$ cat src/dlpo_pkg.sv
// Package for the dust sensor low-pulse occupancy meter.
// Shared widths, defaults and fixed-point constants; no dependencies.
`timescale 1ns / 1ps

package dlpo_pkg;

    localparam int DEF_COUNT_WIDTH     = 32;
    localparam int DEF_RATIO_FRAC_BITS = 16;

    localparam int WLEN_W     = 30;
    localparam int WLEN_RESET = 30000000;

    localparam int RATIO_W = 23;
    localparam int CONC_W  = 25;
    localparam int TDATA_W = 48;
    localparam int TIN_W   = 8;

    localparam int QUEUE_DEPTH = 2;

    // Cubic in Q16: 110*p3 - 380*p2 + 52000*p + 62*65536, then / (2^14 * 25)
    localparam int P16_W  = 23;
    localparam int P2_W   = 30;
    localparam int P3_W   = 37;
    localparam int ACC_W  = 46;
    localparam int CUBE_Q = 16;

    localparam longint COEF_P3    = 110;
    localparam longint COEF_P2    = 380;
    localparam longint COEF_P1    = 52000;
    localparam longint COEF_P0    = 62 * 65536;
    localparam int     DIV_SHIFT  = 14;
    localparam int     X_W        = 29;

    // x / 25 as (x * ceil(2^34 / 25)) >> 34, exact for x below 2^30
    localparam longint DIV_RECIP    = 687194768;
    localparam int     DIV_RECIP_W  = 30;
    localparam int     DIV_RECIP_SH = 34;

endpackage

$ cat src/dlpo_queue.sv
// Short queue of closed windows between the tick front end and the math back end.
// Depends on dlpo_pkg for the queue depth.
`timescale 1ns / 1ps

module dlpo_queue import dlpo_pkg::*;
#(
    parameter int WIDTH = 2 * DEF_COUNT_WIDTH
)
(
    input  logic             clk,
    input  logic             rst_n,
    input  logic             push,
    input  logic [WIDTH-1:0] wdata,
    input  logic             pop,
    output logic [WIDTH-1:0] rdata,
    output logic             full,
    output logic             empty
);

    localparam int PTR_W = $clog2(QUEUE_DEPTH);
    localparam int CNT_W = $clog2(QUEUE_DEPTH + 1);

    logic [WIDTH-1:0] mem [QUEUE_DEPTH];
    logic [PTR_W-1:0] wr_ptr_reg;
    logic [PTR_W-1:0] rd_ptr_reg;
    logic [CNT_W-1:0] count_reg;

    assign full  = (count_reg == CNT_W'(QUEUE_DEPTH));
    assign empty = (count_reg == '0);
    assign rdata = mem[rd_ptr_reg];

    always_ff @(posedge clk)
    begin
        if (push)
        begin
            mem[wr_ptr_reg] <= wdata;
        end
    end

    always_ff @(posedge clk or negedge rst_n)
    begin
        if (!rst_n)
        begin
            wr_ptr_reg <= '0;
            rd_ptr_reg <= '0;
            count_reg  <= '0;
        end
        else
        begin
            if (push)
            begin
                wr_ptr_reg <= wr_ptr_reg + PTR_W'(1);
            end
            if (pop)
            begin
                rd_ptr_reg <= rd_ptr_reg + PTR_W'(1);
            end
            if (push && !pop)
            begin
                count_reg <= count_reg + CNT_W'(1);
            end
            else if (pop && !push)
            begin
                count_reg <= count_reg - CNT_W'(1);
            end
        end
    end

    a_no_overflow: assert property (@(posedge clk) disable iff (!rst_n) push |-> !full)
        else $error("queue push while full");
    a_no_underflow: assert property (@(posedge clk) disable iff (!rst_n) pop |-> !empty)
        else $error("queue pop while empty");
    a_count_bound: assert property (@(posedge clk) disable iff (!rst_n)
        count_reg <= CNT_W'(QUEUE_DEPTH))
        else $error("queue count out of range");

endmodule

$ cat config.mk
export PLATFORM = sky130hd
export DESIGN_NAME = dlpo_queue
export DESIGN_NICKNAME = d
export VERILOG_FILES = /design/src/dlpo_pkg.sv /design/src/dlpo_queue.sv
export SDC_FILE = /design/constraint.sdc
export NUM_CORES = 1
export LEC_CHECK = 0
export BUFFER_PORTS_ARGS = -buffer_cell sky130_fd_sc_hd__buf_2
export CAP_MARGIN = 20
export CORE_MARGIN = 5
export CORE_UTILIZATION = 30
export DETAILED_ROUTE_END_ITERATION = 12
export REMOVE_ABC_BUFFERS = 1
export SLEW_MARGIN = 40
export SYNTH_ARGS = -nofsm -noshare
export SYNTH_HDL_FRONTEND = slang
export SYNTH_SLANG_ARGS = --single-unit
export TNS_END_PERCENT = 5
$ cat constraint.sdc
create_clock -name clk -period 5.16 [get_ports clk]
set_input_delay 0.516 -clock clk [delete_from_list [all_inputs] [get_ports clk]]
set_output_delay 0.516 -clock clk [all_outputs]
set_load 0.05 [all_outputs]
# After elaboration in Yosys (flattened, before gate mapping)
# Memory sizes are Yosys's and may differ from the RTL's.
# Cells that the tools add are included.
# totals
register_bits,4
ramBits,128
input_bits,68
output_inout_bits,66
wordCells,19
memories,1
# mem_list
memory,depth,word_bits,read_ports,rd_clocked_by_memory_dff,wr,line_no,text
mem,2,64,1,0,1,dlpo_queue.sv:23,logic [WIDTH-1:0] mem [QUEUE_DEPTH];
# op_classes
add_sub_neg,4
eq_ne,1
n_mux,4
reduce_logical,6
# ops
operator,n
$mux W2,2
$add A1 B1 Y1 const B,2
$add A2 B1 Y2 const B,1
$eq A2 B2 Y1 const B,1
$logic_and A1 B1 Y1,2
$logic_not A1 Y1,2
$logic_not A2 Y1,1
$mux W1,2
$reduce_bool A2 Y1,1
$sub A2 B1 Y2 const B,1

# Longest topological paths before layout
# depth
depth_word,4
mapped_depth,5
depth_no_buf,5

# Worst setup path after synthesis
# Ideal clock, no wire load.
# synth_timing
kind,input-to-reg
start,input port push
end,memory mem[0][0] in the netlist's numbering (enable)
setup_time_ns,0.494
arrival_ns,3.330
t_required_ns,4.666
setup_slack_ns,1.336
path_stages,1
n_path_buf,0
path_cell_list,nor2b_1
# synth_between
elab_chain_cells,2
# synth_lines
item,line_no,text
"start, declared",dlpo_queue.sv:12,"input logic push,"
$mux W1,dlpo_queue.sv:34,if (push)
$mux W1 (not written as such),dlpo_queue.sv:36,mem[wr_ptr_reg] <= wdata;
"end, declared",dlpo_queue.sv:23,
# No other way between the ends.

# Final worst setup path
# layout_timing
start,register rd_ptr_reg
end,output port rdata[44]
# layout_between
elab_chain_cells,1
# layout_lines
item,line_no,text
"start, declared",dlpo_queue.sv:25,logic [PTR_W-1:0] rd_ptr_reg;
"start signal, assigned",dlpo_queue.sv:56,rd_ptr_reg <= rd_ptr_reg + PTR_W'(1);
$mem_v2 Z2 W64,n/a,
"end, declared",dlpo_queue.sv:15,"output logic [WIDTH-1:0] rdata,"
# No other way between the ends.

==> results <==
- The highest ir drop seen on vdd is between 0.3 and 0.4 mV.
- After floorplanning, the core was divided into 47 placement rows.
- The most frequently used cell type in the post-synthesis netlist is sky130_fd_sc_hd__edfxtp_1.
- Dividing the final minimum period by the clock period gives 0.5776.
- In this run the power density over the cells is ~660 nW/um^2.
- The max-slew violation count is 0.
- Setup slack on the worst reg-to-reg path comes out at roughly 3300 ps.
- The total overflow reported by the global router is 0.
- The worst setup path is launched from a flop.
- The congestion estimate from routability-driven global placement came to approximately 0.69.
- After detailed routing, the average wire length per cell comes to roughly 16 um.
- The leakage power is roughly 0.0026 uW.
- The reg-to-reg critical path endpoint is mem[0][33]$_DFFE_PP_.
- After synthesis, the most frequently instantiated cells are 128 x sky130_fd_sc_hd__edfxtp_1, 50 x sky130_fd_sc_hd__mux2_4, 14 x sky130_fd_sc_hd__mux2_2.
- The net count of the finished layout is between 400 and 500.
- The clock passes through at most 2 buffers.
- STA puts the critical path data arrival time at ~2500 ps.
- The mapped netlist covers 5011 sq um.
- The critical path's slowest cell is sky130_fd_sc_hd__dfrtp_4.
- At the worst endpoint, the required time is ~4600 ps.
- The first global-routing pass estimated 14,550 um of wire.
- The clock latency on the worst-skew pair is about 400 ps.
- The count of unique library cells instantiated by Yosys is 13.
- The number of primary I/O pins is around 130.
- The worst max-slew margin expressed relative to the limit is 0.5484.
- The maximum level of the CTS H-tree is 4.
- The die covers 19,390 sq um.
- Counting flops with a built-in enable in the synthesized netlist gives between 100 and 150.
- The final total power is about 4300 uW.
- The worst hold path belongs to the class primary input to flop.
- The total negative setup slack is 0 ps.
- STA classifies the critical path endpoint as an output pin.
- For this run, the total global-route usage over all layers was measured as 0.09895.
- The flow ran to the end, and the final reports show no timing, DRC or antenna violations.
- The worst register-to-register path has a depth of 2.
- In this run the remaining antenna-violating nets after routing total 0.
- The root cell of the clock tree is sky130_fd_sc_hd__clkbuf_16.
- The number of register bits inferred by synthesis is around 130.
- Entering global routing, the biggest net connects 38 pins.
- The worst reg2reg path startpoint is wr_ptr_reg$_DFFE_PN0P_.
- Yosys attributes the largest share of cell area to sky130_fd_sc_hd__edfxtp_1 77%, sky130_fd_sc_hd__mux2_4 15%, sky130_fd_sc_hd__mux2_2 3.1%.
- The share of the Yosys chip area taken by registers is 0.7870.
- The register with the most flip-flops in the layout has between 100 and 150 of them.
- Measured along the x axis, the die boundary spans about 140 um.
- TritonCTS built the clock tree.
- By startpoint and endpoint, the worst setup path is classified as flop to output pin.
- The worst path needs approximately 3000 ps of the cycle, external delays included.
- The number of vias in the routed layout is ~2,400.
- The finished cells cover approximately 6500 sq um.
- The number of clock buffers added by TritonCTS is 17.
- The clock skew after layout is ~5.4 ps.
- The number of max-cap violations is 0.
- Hold is met by 296.3 ps.
- The worst stage delay on the critical path is approximately 850 ps.
- The initial antenna violation count is 3.
- Traced cell by cell, the critical path runs through buf_4, mux2_2, buf_2.
- The clock-pin transition on the worst setup and hold timing paths is 50 ps.
- The core region is about 16,000 sq um.
- The number of remaining DRC errors is 0.
- Of the cells placed in the final design, the portion with a size suffix greater than 1 is 0.5973.
- The largest fanout on the critical path is 36.
- Setup repair after global routing left no endpoint under its margin.
- The filler cell count in the final layout is approximately 1,500.
- After legalization and detailed placement, the total HPWL measured ~6400 um.
- The vertical die dimension is between 100 and 150 um.
- The Yosys step of the flow raised 0 warnings.
- The effective utilization at floorplan is 0.3043.
- The detailed router finished its first iteration with 72 violations.
- The number of endpoints failing setup at the final stage is 0.
- The final routed wirelength across all metal layers is ~9500 um.
- The capture point of the worst path is rdata[44].
- The share of the core filled with cells is 0.3935.
- The proportion of netlist area held by the largest area contributor is 0.7670.
- The number of hold-slack violations in the final timing report came to 0.
- The total iterations of the first detailed-routing run is 4.
- The fmax is approximately 0.34 GHz.
- The area growth from synthesis to layout is 29.31%.
- In this run the cell area measured after placement is 5943 sq um.
- The fraction of registers with async set or reset after synthesis is 0.03030.
- The count of port buffers added during placement is between 100 and 150.
- The via count of the first global-routing pass is ~2,700.
- The post-synthesis cell count is 215.
- The most used flip-flop cell after synthesis is sky130_fd_sc_hd__edfxtp_1.
- Counting every sink on the clock net gives between 100 and 150.
- In this run the worst setup path begins at rd_ptr_reg$_DFFE_PN0P_.
- A synthesized cell averages 23.31 sq um.
- Using the TritonRoute via totals, the vias-per-cell ratio works out to about 4.1.
- The library cell with the largest summed area after synthesis is sky130_fd_sc_hd__edfxtp_1.
- At the pin with the least slew margin, the transition time is ~680 ps.
[layout by cell type (no fill, tap or decap)]
cell type,count
sky130_fd_sc_hd__xnor2_1,1
sky130_fd_sc_hd__edfxtp_1,128
sky130_fd_sc_hd__mux2_2,14
sky130_fd_sc_hd__dfrtp_1,3
sky130_fd_sc_hd__dlygate4sd3_1,1
sky130_fd_sc_hd__bufinv_16,2
sky130_fd_sc_hd__clkbuf_1,1
sky130_fd_sc_hd__ha_1,1
sky130_fd_sc_hd__xor2_1,4
sky130_fd_sc_hd__nor2_1,2
sky130_fd_sc_hd__buf_8,1
sky130_fd_sc_hd__dfrtp_4,1
sky130_fd_sc_hd__buf_4,2
sky130_fd_sc_hd__inv_1,1
sky130_fd_sc_hd__buf_2,133
sky130_fd_sc_hd__clkbuf_16,17
sky130_fd_sc_hd__diode_2,1
sky130_fd_sc_hd__buf_12,1
sky130_fd_sc_hd__nor2b_4,1
sky130_fd_sc_hd__clkinv_2,1
sky130_fd_sc_hd__and2_4,1
sky130_fd_sc_hd__nor2b_1,1
sky130_fd_sc_hd__clkinv_1,8
sky130_fd_sc_hd__mux2_4,50
[kinds of logic (layout without fill, tap and decap cells)]
family	after synthesis	count (layout)	share of synthesized area
other	0	1	0
XOR/XNOR	5	5	0.008739
adder cells (fa/ha/maj)	1	1	0.002496
flip-flops	132	132	0.7870
multiplexers	64	64	0.1813
buffers and inverters	8	168	0.01523
AND/OR/NAND/NOR	5	5	0.005244
[where the power goes]
group / internal, uW / switching, uW
combinational: 534 / 1130
sequential: 1430 / 131
clock: 686 / 392
[critical path, delay by kind of cell (launching register included)]
family                 cells  cell delay (ps)
buffers and inverters      2              780
DFF                        1              850
muxes                      1              390
[layer usage]
layer / track usage / share of wire / routed length (um)
met4: 0.03811 / 0.018 / 167
met2: 0.1555 / 0.48 / 4525
met1: 0.1125 / 0.42 / 3947
met5: 0 / 0.0036 / 34
met3: 0.05592 / 0.084 / 791
[how the worst min path moves through the flow]
stage,start,to,cells after the start
final,wdata[5],mem[0][5]$_DFFE_PP_,1
after global routing,wdata[28],mem[0][28]$_DFFE_PP_,1
after CTS,wdata[21],mem[1][21]$_DFFE_PP_,1
after detailed placement,rst_n,wr_ptr_reg$_DFFE_PN0P_,1
after global placement,rst_n,count_reg[1]$_DFFE_PN0P_,1
after floorplan,rst_n,count_reg[0]$_DFFE_PN0P_,0
[metrics by stage]
step | cells | setup slack (ps)
global route | 596 | 2010
floorplan | 208 | 1336
global placement | 563 | 2549
detailed placement | 565 | 2545
CTS | 595 | 2096
finish | 596 | 2179
[area by class of cell]
type / instances / area [sq um] / area share
antenna: 1 / 2.502 / 0.0003862
clock buffer: 18 / 429.2 / 0.06623
clock inverter: 11 / 95.09 / 0.01467
inverter: 1 / 3.754 / 0.0005793
multi-input combinational: 75 / 1001 / 0.1545
sequential: 132 / 3948 / 0.6092
tap: 220 / 275.3 / 0.04248
timing repair buffer: 138 / 725.7 / 0.1120
[repair_timing]
action / in CTS / in global routing
endpoints found under the hold margin: 4 / 0
hold buffers: 1 / 0
resized for setup: 0 / 0
buffers inserted: 0 / 0
No activity file was read; power rests on OpenSTA's default activity.
