$ cat config.mk
export PLATFORM = sky130hd
export DESIGN_NAME = dlpo_front
export DESIGN_NICKNAME = d
export VERILOG_FILES = /design/src/dlpo_pkg.sv /design/src/dlpo_front.sv
export SDC_FILE = /design/constraint.sdc
export NUM_CORES = 1
export LEC_CHECK = 0
export ABC_AREA = 1
export BUFFER_PORTS_ARGS = -buffer_cell sky130_fd_sc_hd__buf_2
export CAP_MARGIN = 15
export CORE_ASPECT_RATIO = 0.7
export CORE_MARGIN = 8
export CORE_UTILIZATION = 55
export DETAILED_ROUTE_END_ITERATION = 12
export PLACE_DENSITY = 0.78
export RECOVER_POWER = 100
export SLEW_MARGIN = 20
export SYNTH_ARGS = -nofsm -noshare
export SYNTH_HDL_FRONTEND = slang
export SYNTH_SLANG_ARGS = --single-unit
$ cat constraint.sdc
create_clock -name clk -period 3.6 [get_ports clk]
set_input_delay 0.54 -clock clk [delete_from_list [all_inputs] [get_ports clk]]
set_output_delay 0.54 -clock clk [all_outputs]
set_load 0.05 [all_outputs]
$ cat src/dlpo_pkg.sv
// Package for the dust sensor low-pulse occupancy meter.
// Shared widths, defaults and fixed-point constants; no dependencies.
`timescale 1ns / 1ps

package dlpo_pkg;

    localparam int DEF_COUNT_WIDTH     = 32;
    localparam int DEF_RATIO_FRAC_BITS = 16;

    localparam int WLEN_W     = 30;
    localparam int WLEN_RESET = 30000000;

    localparam int RATIO_W = 23;
    localparam int CONC_W  = 25;
    localparam int TDATA_W = 48;
    localparam int TIN_W   = 8;

    localparam int QUEUE_DEPTH = 2;

    // Cubic in Q16: 110*p3 - 380*p2 + 52000*p + 62*65536, then / (2^14 * 25)
    localparam int P16_W  = 23;
    localparam int P2_W   = 30;
    localparam int P3_W   = 37;
    localparam int ACC_W  = 46;
    localparam int CUBE_Q = 16;

    localparam longint COEF_P3    = 110;
    localparam longint COEF_P2    = 380;
    localparam longint COEF_P1    = 52000;
    localparam longint COEF_P0    = 62 * 65536;
    localparam int     DIV_SHIFT  = 14;
    localparam int     X_W        = 29;

    // x / 25 as (x * ceil(2^34 / 25)) >> 34, exact for x below 2^30
    localparam longint DIV_RECIP    = 687194768;
    localparam int     DIV_RECIP_W  = 30;
    localparam int     DIV_RECIP_SH = 34;

endpackage

$ cat src/dlpo_front.sv
// Tick front end: pulse timing, window accounting and the window_length register.
// Depends on dlpo_pkg; pushes closed windows into dlpo_queue.
`timescale 1ns / 1ps

module dlpo_front import dlpo_pkg::*;
#(
    parameter int COUNT_WIDTH = DEF_COUNT_WIDTH
)
(
    input  logic                   clk,
    input  logic                   rst_n,
    input  logic                   cfg_wen,
    input  logic [WLEN_W-1:0]      cfg_wdata,
    input  logic                   tick_valid,
    output logic                   tick_ready,
    input  logic                   pin_level,
    input  logic                   q_full,
    output logic                   push,
    output logic [COUNT_WIDTH-1:0] push_total,
    output logic [COUNT_WIDTH-1:0] push_elapsed
);

    localparam int CW    = COUNT_WIDTH;
    localparam int CMP_W = (CW > WLEN_W) ? CW : WLEN_W;

    logic [WLEN_W-1:0] wlen_reg;
    logic              prev_reg;
    logic              armed_reg;
    logic [CW-1:0]     run_reg;
    logic [CW-1:0]     total_reg;
    logic [CW-1:0]     elapsed_reg;

    logic              prev_next;
    logic              armed_next;
    logic [CW-1:0]     run_next;
    logic [CW-1:0]     total_next;
    logic [CW-1:0]     elapsed_next;
    logic              accept;
    logic              close;

    function automatic logic [CW-1:0] sat_add(input logic [CW-1:0] a, input logic [CW-1:0] b);
        logic [CW:0] s;
        s = {1'b0, a} + {1'b0, b};
        return s[CW] ? {CW{1'b1}} : s[CW-1:0];
    endfunction

    assign tick_ready = !q_full;
    assign accept     = tick_valid && !q_full;

    always_comb
    begin
        elapsed_next = sat_add(elapsed_reg, CW'(1));
        armed_next   = armed_reg;
        run_next     = run_reg;
        total_next   = total_reg;
        prev_next    = pin_level;
        if (!pin_level)
        begin
            if (prev_reg)
            begin
                armed_next = 1'b1;
                run_next   = CW'(1);
            end
            else if (armed_reg)
            begin
                run_next = sat_add(run_reg, CW'(1));
            end
        end
        else if (!prev_reg && armed_reg)
        begin
            total_next = sat_add(total_reg, run_reg);
            run_next   = '0;
            armed_next = 1'b0;
        end
        close = (CMP_W'(elapsed_next) >= CMP_W'(wlen_reg));
    end

    assign push         = accept && close;
    assign push_total   = total_next;
    assign push_elapsed = elapsed_next;

    always_ff @(posedge clk or negedge rst_n)
    begin
        if (!rst_n)
        begin
            wlen_reg    <= WLEN_W'(WLEN_RESET);
            prev_reg    <= 1'b1;
            armed_reg   <= 1'b0;
            run_reg     <= '0;
            total_reg   <= '0;
            elapsed_reg <= '0;
        end
        else
        begin
            if (cfg_wen)
            begin
                wlen_reg <= cfg_wdata;
            end
            if (accept)
            begin
                prev_reg  <= prev_next;
                armed_reg <= armed_next;
                run_reg   <= run_next;
                if (close)
                begin
                    total_reg   <= '0;
                    elapsed_reg <= '0;
                end
                else
                begin
                    total_reg   <= total_next;
                    elapsed_reg <= elapsed_next;
                end
            end
        end
    end

endmodule

# Yosys cells after proc, flatten, opt, wreduce, memory -nomap -nowiden
# Index checks and enable logic that the tools add are counted.
# totals
reg_bits,128
out_inout_bits,66
word_cells,34
# op_classes
n_addsub,3
magnitude_cmp,1
n_eq_ne,1
muxes,14
n_reduce_logical,9
# op_table
operator,count
32-bit 2-to-1 mux,11
"32-bit by 1-bit adder with 33-bit output, second input constant",2
32-bit by 32-bit adder with 33-bit output,1
32-bit by 30-bit >= comparator with 1-bit output,1
3-bit AND reduction,2
1-bit logical AND,3
1-bit 2-to-1 mux,3
3-bit nonzero test,1
1-bit zero test,2
"2-bit by 1-bit != test with 1-bit output, second input constant",1
2-bit nonzero test,1

# Depth between registers and ports, before layout
# Gate-level depths: netlist (run 1).
# logic_depth
ltp_word,5
ltp_mapped,23

# Worst setup path after synthesis (run 1)
# Ideal clock, no wire load.
# synth_path
path_kind,flip-flop to output port
startpoint,register elapsed_reg[0]
endpoint,output port push
t_arrival_ns,3.756
required_time_ns,3.060
slack_ns,-0.696
path_stages_with_launch,20
n_path_buf,0
cell_sequence,dfrtp_1 > ha_1 > nand2_1 > nor2_1 > nand2_1 > inv_1 > nand2_1 > nor2_1 > nor2_1 > o21ai_0 > ha_1 > nand4_1 > inv_1 > a21oi_1 > a21boi_0 > nor2_1 > nor2_4 > nand2_1 > nand2_1 > inv_1
# synth_between
elab_chain_len,4
# synth_lines
item,line,source
"start, declared",dlpo_front.sv:31,logic [CW-1:0] elapsed_reg;
"start signal, assigned",dlpo_front.sv:112,elapsed_reg <= elapsed_next;
32-bit by 1-bit adder with 33-bit output,dlpo_front.sv:43,"s = {1'b0, a} + {1'b0, b};"
32-bit 2-to-1 mux,dlpo_front.sv:44,return s[CW] ? {CW{1'b1}} : s[CW-1:0];
named net push_elapsed[12],dlpo_front.sv:20,output logic [COUNT_WIDTH-1:0] push_elapsed
32-bit by 30-bit >= comparator with 1-bit output,dlpo_front.sv:75,close = (CMP_W'(elapsed_next) >= CMP_W'(wlen_reg));
1-bit logical AND,dlpo_front.sv:78,assign push = accept && close;
"end, declared",dlpo_front.sv:18,"output logic push,"
# The timed path passes the listed nets, and every way through them passes these cells.

# Worst setup path in the final report (run 1)
# layout_path
startpoint,register elapsed_reg[1]
endpoint,output port push
# layout_between
elab_chain_len,4
# layout_lines
item,line
32-bit by 1-bit adder with 33-bit output,dlpo_front.sv:43
32-bit 2-to-1 mux,dlpo_front.sv:44
32-bit by 30-bit >= comparator with 1-bit output,dlpo_front.sv:75
1-bit logical AND,dlpo_front.sv:78
# No other way between the ends.

==> results.md, run 1 <==
* Die Area at 0.02302 sq mm
* Max Freq at 0.2294 GHz
* TritonCTS clock tree: built
* P_int at 0.003982 W
* Routed vias at 11380
* Crit path capture type: output pin
* #FFs+latches synth at 128
* Status: finished with violations
* R2R Path End: elapsed_reg[4]$_DFFE_PN0P_
* Power Dens Cells at 559.0 mW/mm^2
* Starting Density at 56.09%
* Worst-path clk slew at 60 ps
* Post-synth EDFFs at 0
* R2r setup slk at -110 ps
* Post-CTS Hold Fix Bufs at 0
* IR drop worst, VDD at 0.7328 mV
* HP Start: cfg_wdata[5]
* CTS root buffer: clkbuf_16
* Post-layout min period at 4358 ps
* Final Hold Viols at 0
* Initial antenna violation count at 1
* RSZ-0062 raised after global routing: true
* CP required at 3060 ps
* Worst path cell trace: ha_2 > nand2_2 > nor2_4 > nand2_2 > inv_2 > nand2_4 > nor2_4 > nand3b_1 > nor3_4 > buf_4 > nand3_2 > o21a_1 > ha_1 > nand2_1 > nor3_4 > nand4_1 > or2_4 > nand2_2 > nand2_2 > clkinvlp_4 > buf_8
* Max-cap violations at 2
* WL per Instance at 18.23 um
* Setup WS pre-CTS at -367.8 ps
* Final Util at 72.88%
* Slew Viols, Final at 173
* Post-synthesis cell area at 0.01010 sq mm
* Core footprint at 0.01801 sq mm
* Detailed placement HPWL at 23980 um
* Worst-case hold path end point: wlen_reg[5]$_DFFE_PN0P_
* Reg2Reg Depth at 22
* Drt drc at 0
* WHS at 307.7 ps
* Share of cells above drive strength 1 at 25.19%
* TritonCTS buffer count at 17
* CTS max path bufs at 2
* GRT Total Usage at 29.23%
* Hold path depth at 3
* Largest net degree at the start of global routing at 113
* Slew @ Worst Pin at 2893 ps
* IO buf count at 101
* Die Y at 129.4 um
* Num rows at 41
* Vias per inst at 5.810
* Clock sinks at 128
* First-pass GRT wire length at 53630 um
* Sequential share of power at 27.7%
* Starting DRT DRC Count at 1342
* Post-synthesis instance total at 1493
* Sw power at 0.003354 W
* H-tree lvl count at 4
* CP max stage delay at 370 ps
* Total gr overflow at 0
* Nets at 1811
* Asr flop ratio synth at 100.0%
* Register area share after synthesis at 31.85%
* Worst Setup Path Type: flip-flop to output pin
* Layout area overhead at 29.93%
* Worst Setup Start Kind: flip-flop
* DIE WIDTH at 178.0 um
* Most used DFF post-synth: dfrtp_1
* Avg Inst Size Synth at 6.765 sq um
* Comb power frac at 48.7%
* N_diodes at 0
* Clk Latency, worst-skew pair at 440 ps
* P_leak at 6.906 nW
* Switch share at 45.72%
* I/O pins at 102
* Syn. warnings at 0
* Crit Path Max Fanout at 3
* Clock Skews at 9.546 ps
* Final setup vio count at 63
* Arr. time, crit path at 3820 ps
* Final WS setup at -758.3 ps
* Final wirelength at 35710 um
* Failing checks: capacitance limit, slew limit, setup timing
* Routed Antenna Nets at 0
* Number of global-route vias before repair at 10420
* R2R Path Start: elapsed_reg[0]$_DFFE_PN0P_
* Final worst path period share at 121.1%
* Min-Delay Path Class: input pin to flip-flop
* DRT Pass-1 Iters at 6
* Routability congestion estimate at 0.9588
* Syn Nets at 1594
* Clock share of power at 23.6%
* Slowest stage cell, crit path: dfrtp_1
* Most used cell, CP: nand2_2
* Netlist cell types at 46
* Rel. slew slack at -92.84%
[worst max-delay path: cells and delay by family (launching register included)]
kind | cells | cell delay (ps)
compound gates | 1 | 150
simple gates | 14 | 1890
buf+inv | 4 | 490
fa+ha+maj | 2 | 490
flops | 1 | 370
[synth_stat cells, types with 2 or more instances]
library cell	count	share of area (%)
nand2_1	465	17
inv_1	186	6.9
dfrtp_1	117	29
nor2_1	116	4.3
o21ai_0	106	5.3
nand4_1	85	5.3
nand3_1	65	3.2
ha_1	64	7.9
a21oi_1	55	2.7
clkbuf_1	31	1.2
or2_2	31	1.9
nor3_1	26	1.3
xor2_1	25	2.2
xnor2_1	18	1.6
a2bb2oi_1	14	1.2
dfstp_2	11	2.9
buf_6	7	0.78
a21o_1	6	0.45
buf_4	6	0.45
nor4_1	6	0.37
a21boi_0	4	0.30
nand3b_1	4	0.30
nor2_2	4	0.25
o21bai_1	4	0.30
a31oi_1	3	0.19
buf_2	3	0.15
o211ai_1	3	0.22
o22ai_1	3	0.19
and2_1	2	0.12
buf_1	2	0.074
inv_2	2	0.074
nand3_2	2	0.20
nor2_4	2	0.22
nor3_2	2	0.20
o21ai_1	2	0.099
[repair_timing]
item                                    in CTS  in global routing
pin swaps                                   14                 28
hold endpoints to repair                     0                  0
gates cloned                                 2                  3
buffers inserted                            13                 14
endpoints found under the setup margin      92                 95
resized for setup                           53                 84
[how the worst max path moves through the flow]
stage / endpoint / start / slack, ps
floorplan: push / elapsed_reg[0]$_DFFE_PN0P_ / -270
global placement: push / elapsed_reg[0]$_DFFE_PN0P_ / -240
detailed placement: push / elapsed_reg[0]$_DFFE_PN0P_ / -370
CTS: push / elapsed_reg[1]$_DFFE_PN0P_ / -670
global route: push / elapsed_reg[1]$_DFFE_PN0P_ / -900
finish: push / elapsed_reg[1]$_DFFE_PN0P_ / -760
[cell usage in the layout, fill, tap and decap left out, types with 11 or more instances in the layout]
| master | instances |
|---|---|
| nand2_1 | 438 |
| inv_1 | 182 |
| buf_4 | 151 |
| dfrtp_1 | 114 |
| nor2_1 | 106 |
| o21ai_0 | 96 |
| nand4_1 | 85 |
| buf_2 | 77 |
| a21oi_1 | 54 |
| nand3_1 | 51 |
| ha_1 | 46 |
| or2_2 | 29 |
| xor2_1 | 25 |
| nand2_2 | 24 |
| nor3_1 | 20 |
| clkbuf_16 | 20 |
| xnor2_1 | 18 |
| ha_4 | 16 |
| nor2_2 | 11 |
| nand3_2 | 11 |
| dfstp_2 | 11 |
[routing by layer]
metal / GRT usage (%) / wire (um) / part of all wire, % / vias up
li1: - / - / - / 5338
met2: 42.34 / 15180 / 43 / 589
met5: 0 / 13 / 0.036 / -
met3: 7.294 / 3841 / 11 / 79
met4: 8.407 / 848 / 2.4 / 2
met1: 42.32 / 15830 / 44 / 5374
[cells by family after synthesis]
kind of cell / synth area share [%]
and+or+nand+nor: 35.39
buffers and inverters: 9.626
AOI/OAI and AO/OA: 11.16
DFF: 31.85
adders and majority gates: 8.127
xor gates and xnor gates: 3.729
muxes: 0.1115
[per-stage QoR]
stage	cell area [sq um]	std cells	TNS [ps]	total power, W
6_report	13120	1959	-4367	0.007336
5_1_grt	13120	1959	-15780	0.007697
4_1_cts	12580	1943	-667.8	0.006981
3_5_place_dp	11660	1896	-16470	0.005079
3_3_place_gp	11660	1896	-3743	0.005035
2_1_floorplan	10230	1493	-265.2	0.004201
[area by class of cell]
| type | instances | area (sq um) |
|---|---|---|
| clock buffers | 17 | 425.4 |
| clock inverters | 15 | 148.9 |
| fillers | 1385 | 4883 |
| inverters | 189 | 715.7 |
| multi-input cells | 1127 | 6505 |
| flip-flops and latches | 128 | 3221 |
| well taps | 236 | 295.3 |
| repair buffers | 247 | 1812 |
[power groups by stage]
stage	logic, W	clock network (W)	registers, W
after floorplan	0.00230	0	0.00190
after global placement	0.00305	0	0.00199
after detailed placement	0.00309	0	0.00199
after CTS	0.00328	0.00173	0.00197
after global routing	0.00383	0.00180	0.00206
final	0.00357	0.00173	0.00204
(Power assumes the default switching activity.)
==> run 2, diff against run 1 <==
--- a/config.mk
+++ b/config.mk
@@ -10,9 +10,9 @@
 export CAP_MARGIN = 15
 export CORE_ASPECT_RATIO = 0.7
 export CORE_MARGIN = 8
-export CORE_UTILIZATION = 55
+export CORE_UTILIZATION = 45
 export DETAILED_ROUTE_END_ITERATION = 12
-export PLACE_DENSITY = 0.78
+export PLACE_DENSITY = 0.66
 export RECOVER_POWER = 100
 export SLEW_MARGIN = 20
 export SYNTH_ARGS = -nofsm -noshare
==> results.md, run 2 (synthesis results as in run 1) <==
* Drt drc at 0 (unchanged)
* Num rows at 46 (was 41)
* CTS root buffer: clkbuf_16 (unchanged)
* TritonCTS buffer count at 17 (unchanged)
* Post-layout min period at 4215 ps (was 4358 ps)
* Power Dens Cells at 568.9 mW/mm^2 (was 559.0 mW/mm^2)
* Total gr overflow at 0 (unchanged)
* Final WS setup at -614.7 ps (was -758.3 ps)
* Starting DRT DRC Count at 1029 (was 1342)
* CTS max path bufs at 2 (unchanged)
* Failing checks: capacitance limit, slew limit, setup timing (unchanged)
* Slowest stage cell, crit path: dfrtp_1 (unchanged)
* RSZ-0062 raised after global routing: true (unchanged)
* Post-CTS Hold Fix Bufs at 0 (unchanged)
* Layout area overhead at 29.61% (was 29.93%)
* Worst Setup Start Kind: flip-flop (unchanged)
* Crit path capture type: output pin (unchanged)
* Layout Cells excl Fill at 2006 (was 1959)
* Tot Pwr at 0.007448 W (was 0.007336 W)
* Final setup vio count at 86 (was 63)
* First-pass GRT wire length at 53240 um (was 53630 um)
* Crit Path Max Fanout at 5 (was 3)
* Core footprint at 0.02233 sq mm (was 0.01801 sq mm)
* Slew @ Worst Pin at 2128 ps (was 2893 ps)
* Worst-path clk slew at 60 ps (about the same)
* DRT Pass-1 Iters at 7 (was 6)
* DIE WIDTH at 195.1 um (was 178.0 um)
* Die Y at 141.3 um (was 129.4 um)
* Seq. cell area at 0.003223 sq mm (was 0.003221 sq mm)
* N_diodes at 0 (unchanged)
* Starting Density at 45.23% (was 56.09%)
* Routed Antenna Nets at 0 (unchanged)
* Detailed placement HPWL at 25140 um (was 23980 um)
* Setup TNS at -14370 ps (was -4367 ps)
* Number of global-route vias before repair at 9980 (was 10420)
* Placed instance count at 1948 (was 1896)
* Routed vias at 10850 (was 11380)
* GRT Total Usage at 23.95% (was 29.23%)
* Worst Setup Path Type: flip-flop to output pin (unchanged)
* Nets at 1806 (was 1811)
* WL per Instance at 17.02 um (was 18.23 um)
* Die Area at 0.02757 sq mm (was 0.02302 sq mm)
* Clk Latency, worst-skew pair at 440 ps (about the same)
* CP max stage delay at 410 ps (was 370 ps)
* Share of cells above drive strength 1 at 24.21% (was 25.19%)
* Min-Delay Path Class: input pin to flip-flop (unchanged)
* Largest net degree at the start of global routing at 83 (was 113)
* Commonest cells after routing, fill and taps aside: 437 x nand2_1, 180 x inv_1, 145 x buf_4 (was 438 x nand2_1, 182 x inv_1, 151 x buf_4)
* Status: finished with violations (unchanged)
* Vias per inst at 5.408 (was 5.810)
* Clock sinks at 128 (unchanged)
* Area of the multi-input gates at 0.006490 sq mm (was 0.006505 sq mm)
* Routability congestion estimate at 0.9479 (was 0.9588)
* Final worst path period share at 117.1% (was 121.1%)
* Initial antenna violation count at 0 (was 1)
* I/O pins at 102 (unchanged)
* Most common cell after layout, fill and taps aside: nand2_1 (unchanged)
* IR drop worst, VDD at 0.6017 mV (was 0.7328 mV)
* Max Freq at 0.2373 GHz (was 0.2294 GHz)
* Slew Viols, Final at 177 (was 173)
* Worst path cell trace: ha_4 > nand2_4 > nor2_4 > nand2_2 > inv_2 > nand2_2 > nor2_2 > nand3b_1 > nor3_4 > buf_4 > buf_4 > nand2_1 > nor2_1 > nor2_2 > ha_1 > nand2_2 > inv_2 > nand4_1 > or2_4 > nand2_4 > nand2_4 > clkinvlp_4 > buf_8 (was ha_2 > nand2_2 > nor2_4 > nand2_2 > inv_2 > nand2_4 > nor2_4 > nand3b_1 > nor3_4 > buf_4 > nand3_2 > o21a_1 > ha_1 > nand2_1 > nor3_4 > nand4_1 > or2_4 > nand2_2 > nand2_2 > clkinvlp_4 > buf_8)
* Final wirelength at 34150 um (was 35710 um)
* H-tree lvl count at 4 (unchanged)
* P_leak at 6.708 nW (was 6.906 nW)
* Max-cap violations at 3 (was 2)
* Clock Skews at 9.279 ps (was 9.546 ps)
* R2r setup slk at -220 ps (was -110 ps)
* IO buf count at 101 (unchanged)
* Arr. time, crit path at 3670 ps (was 3820 ps)
* TritonCTS clock tree: built (unchanged)
* Filler cell count at 2096 (was 1385)
* CP required at 3060 ps (about the same)
* Rel. slew slack at -41.88% (was -92.84%)
* Final Hold Viols at 0 (unchanged)
[run 2: cell count changes in the layout (fill, tap and decap cells not counted), sizes merged]
cell,change
clkbuf,+34
buf,-37
bufbuf,-1
bufinv,+2
inv,-4
clkinvlp,+1
[run 2: repair_timing]
action	in CTS	in global routing
gates cloned	0	2
buffers inserted	12	12
endpoints found under the setup margin	94	97
pin swaps	16	34
resized for setup	39	117
[run 2: through the flow]
step | setup slack (ps) | hold slack [ps] | utilization, % | area (sq um)
floorplan | -265.2 | 244.4 | - | 10230
global placement | -220.1 | 484.8 | 52.57 | 11740
detailed placement | -362.0 | 485.9 | 52.57 | 11740
CTS | -653.5 | 184.8 | 56.25 | 12560
global route | -806.4 | 309.0 | 58.62 | 13090
finish | -614.7 | 308.6 | 58.62 | 13090
[run 2: cell type report]
cell class | instances | share of cell area, %
inverters | 189 | 5.467
well taps | 288 | 2.753
clock buffers | 18 | 3.355
clock inverters | 14 | 1.396
flip-flops and latches | 128 | 24.62
repair buffers | 242 | 12.83
multi-input cells | 1127 | 49.58
[run 2: final timing paths]
kind	startpoint	end	cells past startpoint
max	elapsed_reg[1]$_DFFE_PN0P_	push	23
min	cfg_wdata[1]	wlen_reg[1]$_DFFE_PN0P_	3
max reg2reg	elapsed_reg[1]$_DFFE_PN0P_	elapsed_reg[0]$_DFFE_PN0P_	23
min reg2reg	wlen_reg[7]$_DFFE_PN1P_	wlen_reg[7]$_DFFE_PN1P_	2
max in group asynchronous	rst_n	total_reg[23]$_DFFE_PN0P_	2
min in group asynchronous	rst_n	total_reg[11]$_DFFE_PN0P_	1
[run 2: critical path: cells and delay by family, from the launching register on]
| kind | cells | cell delay (ps) |
|---|---|---|
| adder cells (fa/ha/maj) | 2 | 460 |
| AND/OR/NAND/NOR | 15 | 1770 |
| flip-flops | 1 | 410 |
| buffers and inverters | 6 | 600 |
[run 2: routing by layer]
layer  wire [um]  global-route usage, %  vias up
met2       14060                  33.76      380
li1            -                      -     5322
met1       16760                  36.15     5115
met3        2960                  6.081       32
met4         370                  4.733        0
met5           0                      0        -
[run 2: power by group]
| part | internal, W | switching [W] | total [W] |
|---|---|---|---|
| clock network | 0.00112 | 0.000728 | 0.00185 |
| logic | 0.00129 | 0.00228 | 0.00357 |
| registers | 0.00172 | 0.000320 | 0.00203 |
==> run 3, diff against run 2 <==
--- a/config.mk
+++ b/config.mk
@@ -14,6 +14,7 @@
 export DETAILED_ROUTE_END_ITERATION = 12
 export PLACE_DENSITY = 0.66
 export RECOVER_POWER = 100
+export REMOVE_ABC_BUFFERS = 1
 export SLEW_MARGIN = 20
 export SYNTH_ARGS = -nofsm -noshare
 export SYNTH_HDL_FRONTEND = slang
==> results.md, run 3 (synthesis results as in run 1) <==
* Status: finished with violations (unchanged)
* Failing checks: capacitance limit, slew limit, setup timing (unchanged)
* Power Dens Cells at 572.7 mW/mm^2 (was 568.9 mW/mm^2)
* IR drop worst, VDD at 0.6202 mV (was 0.6017 mV)
* Drt drc at 0 (unchanged)
* Final WS setup at -618.6 ps (was -614.7 ps)
* TritonCTS clock tree: built (unchanged)
* First-pass GRT wire length at 54850 um (was 53240 um)
* Post-CTS Hold Fix Bufs at 0 (unchanged)
* Clock Skews at 15.27 ps (was 9.279 ps)
* TritonCTS buffer count at 17 (unchanged)
* Layout Cells excl Fill at 1983 (was 2006)
* I/O pins at 102 (unchanged)
* CP required at 3060 ps (about the same)
* Worst Setup Path Type: flip-flop to output pin (unchanged)
* Max-cap violations at 2 (was 3)
* Starting Density at 45.23% (unchanged)
* RSZ-0062 raised after global routing: true (unchanged)
* Core footprint at 0.02233 sq mm (unchanged)
* Seq. cell area at 0.003222 sq mm (was 0.003223 sq mm)
* Vias per inst at 5.488 (was 5.408)
* Share of cells above drive strength 1 at 23.42% (was 24.21%)
* Initial antenna violation count at 1 (was 0)
* Final Hold Viols at 0 (unchanged)
* DIE WIDTH at 195.1 um (unchanged)
* CTS root buffer: clkbuf_16 (unchanged)
* Nets at 1783 (was 1806)
* Area of the multi-input gates at 0.006451 sq mm (was 0.006490 sq mm)
* P_leak at 6.642 nW (was 6.708 nW)
* GRT Total Usage at 24.96% (was 23.95%)
* Final setup vio count at 63 (was 86)
* IO buf count at 101 (unchanged)
* DRT Pass-1 Iters at 8 (was 7)
* Layout area overhead at 27.48% (was 29.61%)
* R2R Path Start: elapsed_reg[0]$_DFFE_PN0P_ (was elapsed_reg[1]$_DFFE_PN0P_)
* Die Area at 0.02757 sq mm (unchanged)
* Worst-path clk slew at 60 ps (about the same)
* Rel. slew slack at -23.35% (was -41.88%)
* Clock sinks at 128 (unchanged)
* Slew @ Worst Pin at 1850 ps (was 2128 ps)
* Crit path capture type: output pin (unchanged)
* Clk Latency, worst-skew pair at 440 ps (about the same)
* CTS max path bufs at 2 (unchanged)
* Routability congestion estimate at 0.9776 (was 0.9479)
* Total gr overflow at 0 (unchanged)
* N_diodes at 0 (unchanged)
* Crit path launch: elapsed_reg[0]$_DFFE_PN0P_ (was elapsed_reg[1]$_DFFE_PN0P_)
* Final wirelength at 35200 um (was 34150 um)
* Arr. time, crit path at 3680 ps (was 3670 ps)
* Min-Delay Path Class: input pin to flip-flop (unchanged)
* Largest net degree at the start of global routing at 69 (was 83)
* WHS at 309.3 ps (was 308.6 ps)
* Placed instance count at 1932 (was 1948)
* Commonest cells after routing, fill and taps aside: 450 x nand2_1, 183 x inv_1, 132 x buf_4 (was 437 x nand2_1, 180 x inv_1, 145 x buf_4)
* Detailed placement HPWL at 25620 um (was 25140 um)
* Post-layout min period at 4219 ps (was 4215 ps)
* Die Y at 141.3 um (unchanged)
* Number of global-route vias before repair at 9788 (was 9980)
* Worst Setup Start Kind: flip-flop (unchanged)
* Routed Antenna Nets at 0 (unchanged)
* Num rows at 46 (unchanged)
* Filler cell count at 2140 (was 2096)
* Most common cell after layout, fill and taps aside: nand2_1 (unchanged)
* Routed vias at 10880 (was 10850)
* Slew Viols, Final at 131 (was 177)
* H-tree lvl count at 4 (unchanged)
* Max Freq at 0.2370 GHz (was 0.2373 GHz)
* WL per Instance at 17.75 um (was 17.02 um)
* Setup WS pre-CTS at -294.7 ps (was -362.0 ps)
* Final worst path period share at 117.2% (was 117.1%)
* HP Start: cfg_wdata[6] (was cfg_wdata[1])
* Crit Path Max Fanout at 4 (was 5)
* Starting DRT DRC Count at 1083 (was 1029)
==> run 3: changes by cell type in the layout (fill, tap and decap cells not counted), sizes merged <==
cell    before  now
clkbuf      58   24
buf        202  214
clkinv       5    9
inv        191  188
bufinv       3    1
==> run 3: final timing paths <==
path	endpoint	slack (ps)	cells past startpoint
worst min-delay path	wlen_reg[6]$_DFFE_PN0P_	310	3
worst max register to register	elapsed_reg[10]$_DFFE_PN0P_	-150	20
worst min register to register	wlen_reg[7]$_DFFE_PN1P_	490	2
max in group asynchronous	run_reg[15]$_DFFE_PN0P_	490	2
worst max-delay path	push	-620	23
min in group asynchronous	total_reg[9]$_DFFE_PN0P_	600	1
==> run 3: routing by layer <==
metal	vias to the layer above	GRT usage [%]	share of wire (%)
met1	5129	40.30	51
li1	5261	-	-
met4	2	4.018	0.66
met5	-	0	0.034
met3	24	5.632	9.2
met2	467	32.80	39
==> run 3: what timing repair did <==
item	4_1_cts	5_1_grt
cloned	1	1
resized for setup	62	100
buffers inserted	6	11
pin swaps	20	23
endpoints found under the hold margin	0	0
endpoints found under the setup margin	95	95
==> run 3: layout make-up <==
class,count,share of cell area (%)
well taps,288,2.799
clock buffers,19,3.362
multi-input cells,1127,50.11
flip-flops and latches,128,25.02
repair buffers,219,12.26
inverters,189,5.539
clock inverters,13,0.9038
==> run 3: worst max-delay path: stages (launching register included) <==
cell and delay, ps:
dfrtp_1 360, buf_4 120, inv_1 50, nor2_2 130, nand4_1 250, nor2_2 210, nand4_1 110, nor2_2 170
buf_4 140, xor2_1 60, inv_1 60, nand2_1 90, ha_4 290, nand2_1 100, o21ai_1 160, nand4_1 100
o211ai_1 160, nand4_1 150, nand2_2 110, nor2_4 40, nand2_2 60, nand2_1 50, inv_1 70, buf_6 170
==> run 3: power by group <==
part	leakage, nW	total, W	internal (W)	switching (W)
registers	1.66	0.00203	0.00171	0.000316
logic	4.71	0.00368	0.00135	0.00233
clock network	0.263	0.00167	0.000948	0.000718
total	6.64	0.00737	0.00401	0.00336
==> run 3: through the flow <==
step | TNS (ps) | area, sq um | power [W] | util, %
detailed placement | -13240 | 11500 | 0.005091 | 51.50
floorplan | -74330 | 9837 | 0.004170 | -
global placement | -4170 | 11500 | 0.005042 | 51.50
global route | -20780 | 12870 | 0.007785 | 57.65
finish | -5998 | 12870 | 0.007374 | 57.65
CTS | -14490 | 12340 | 0.007012 | 55.27
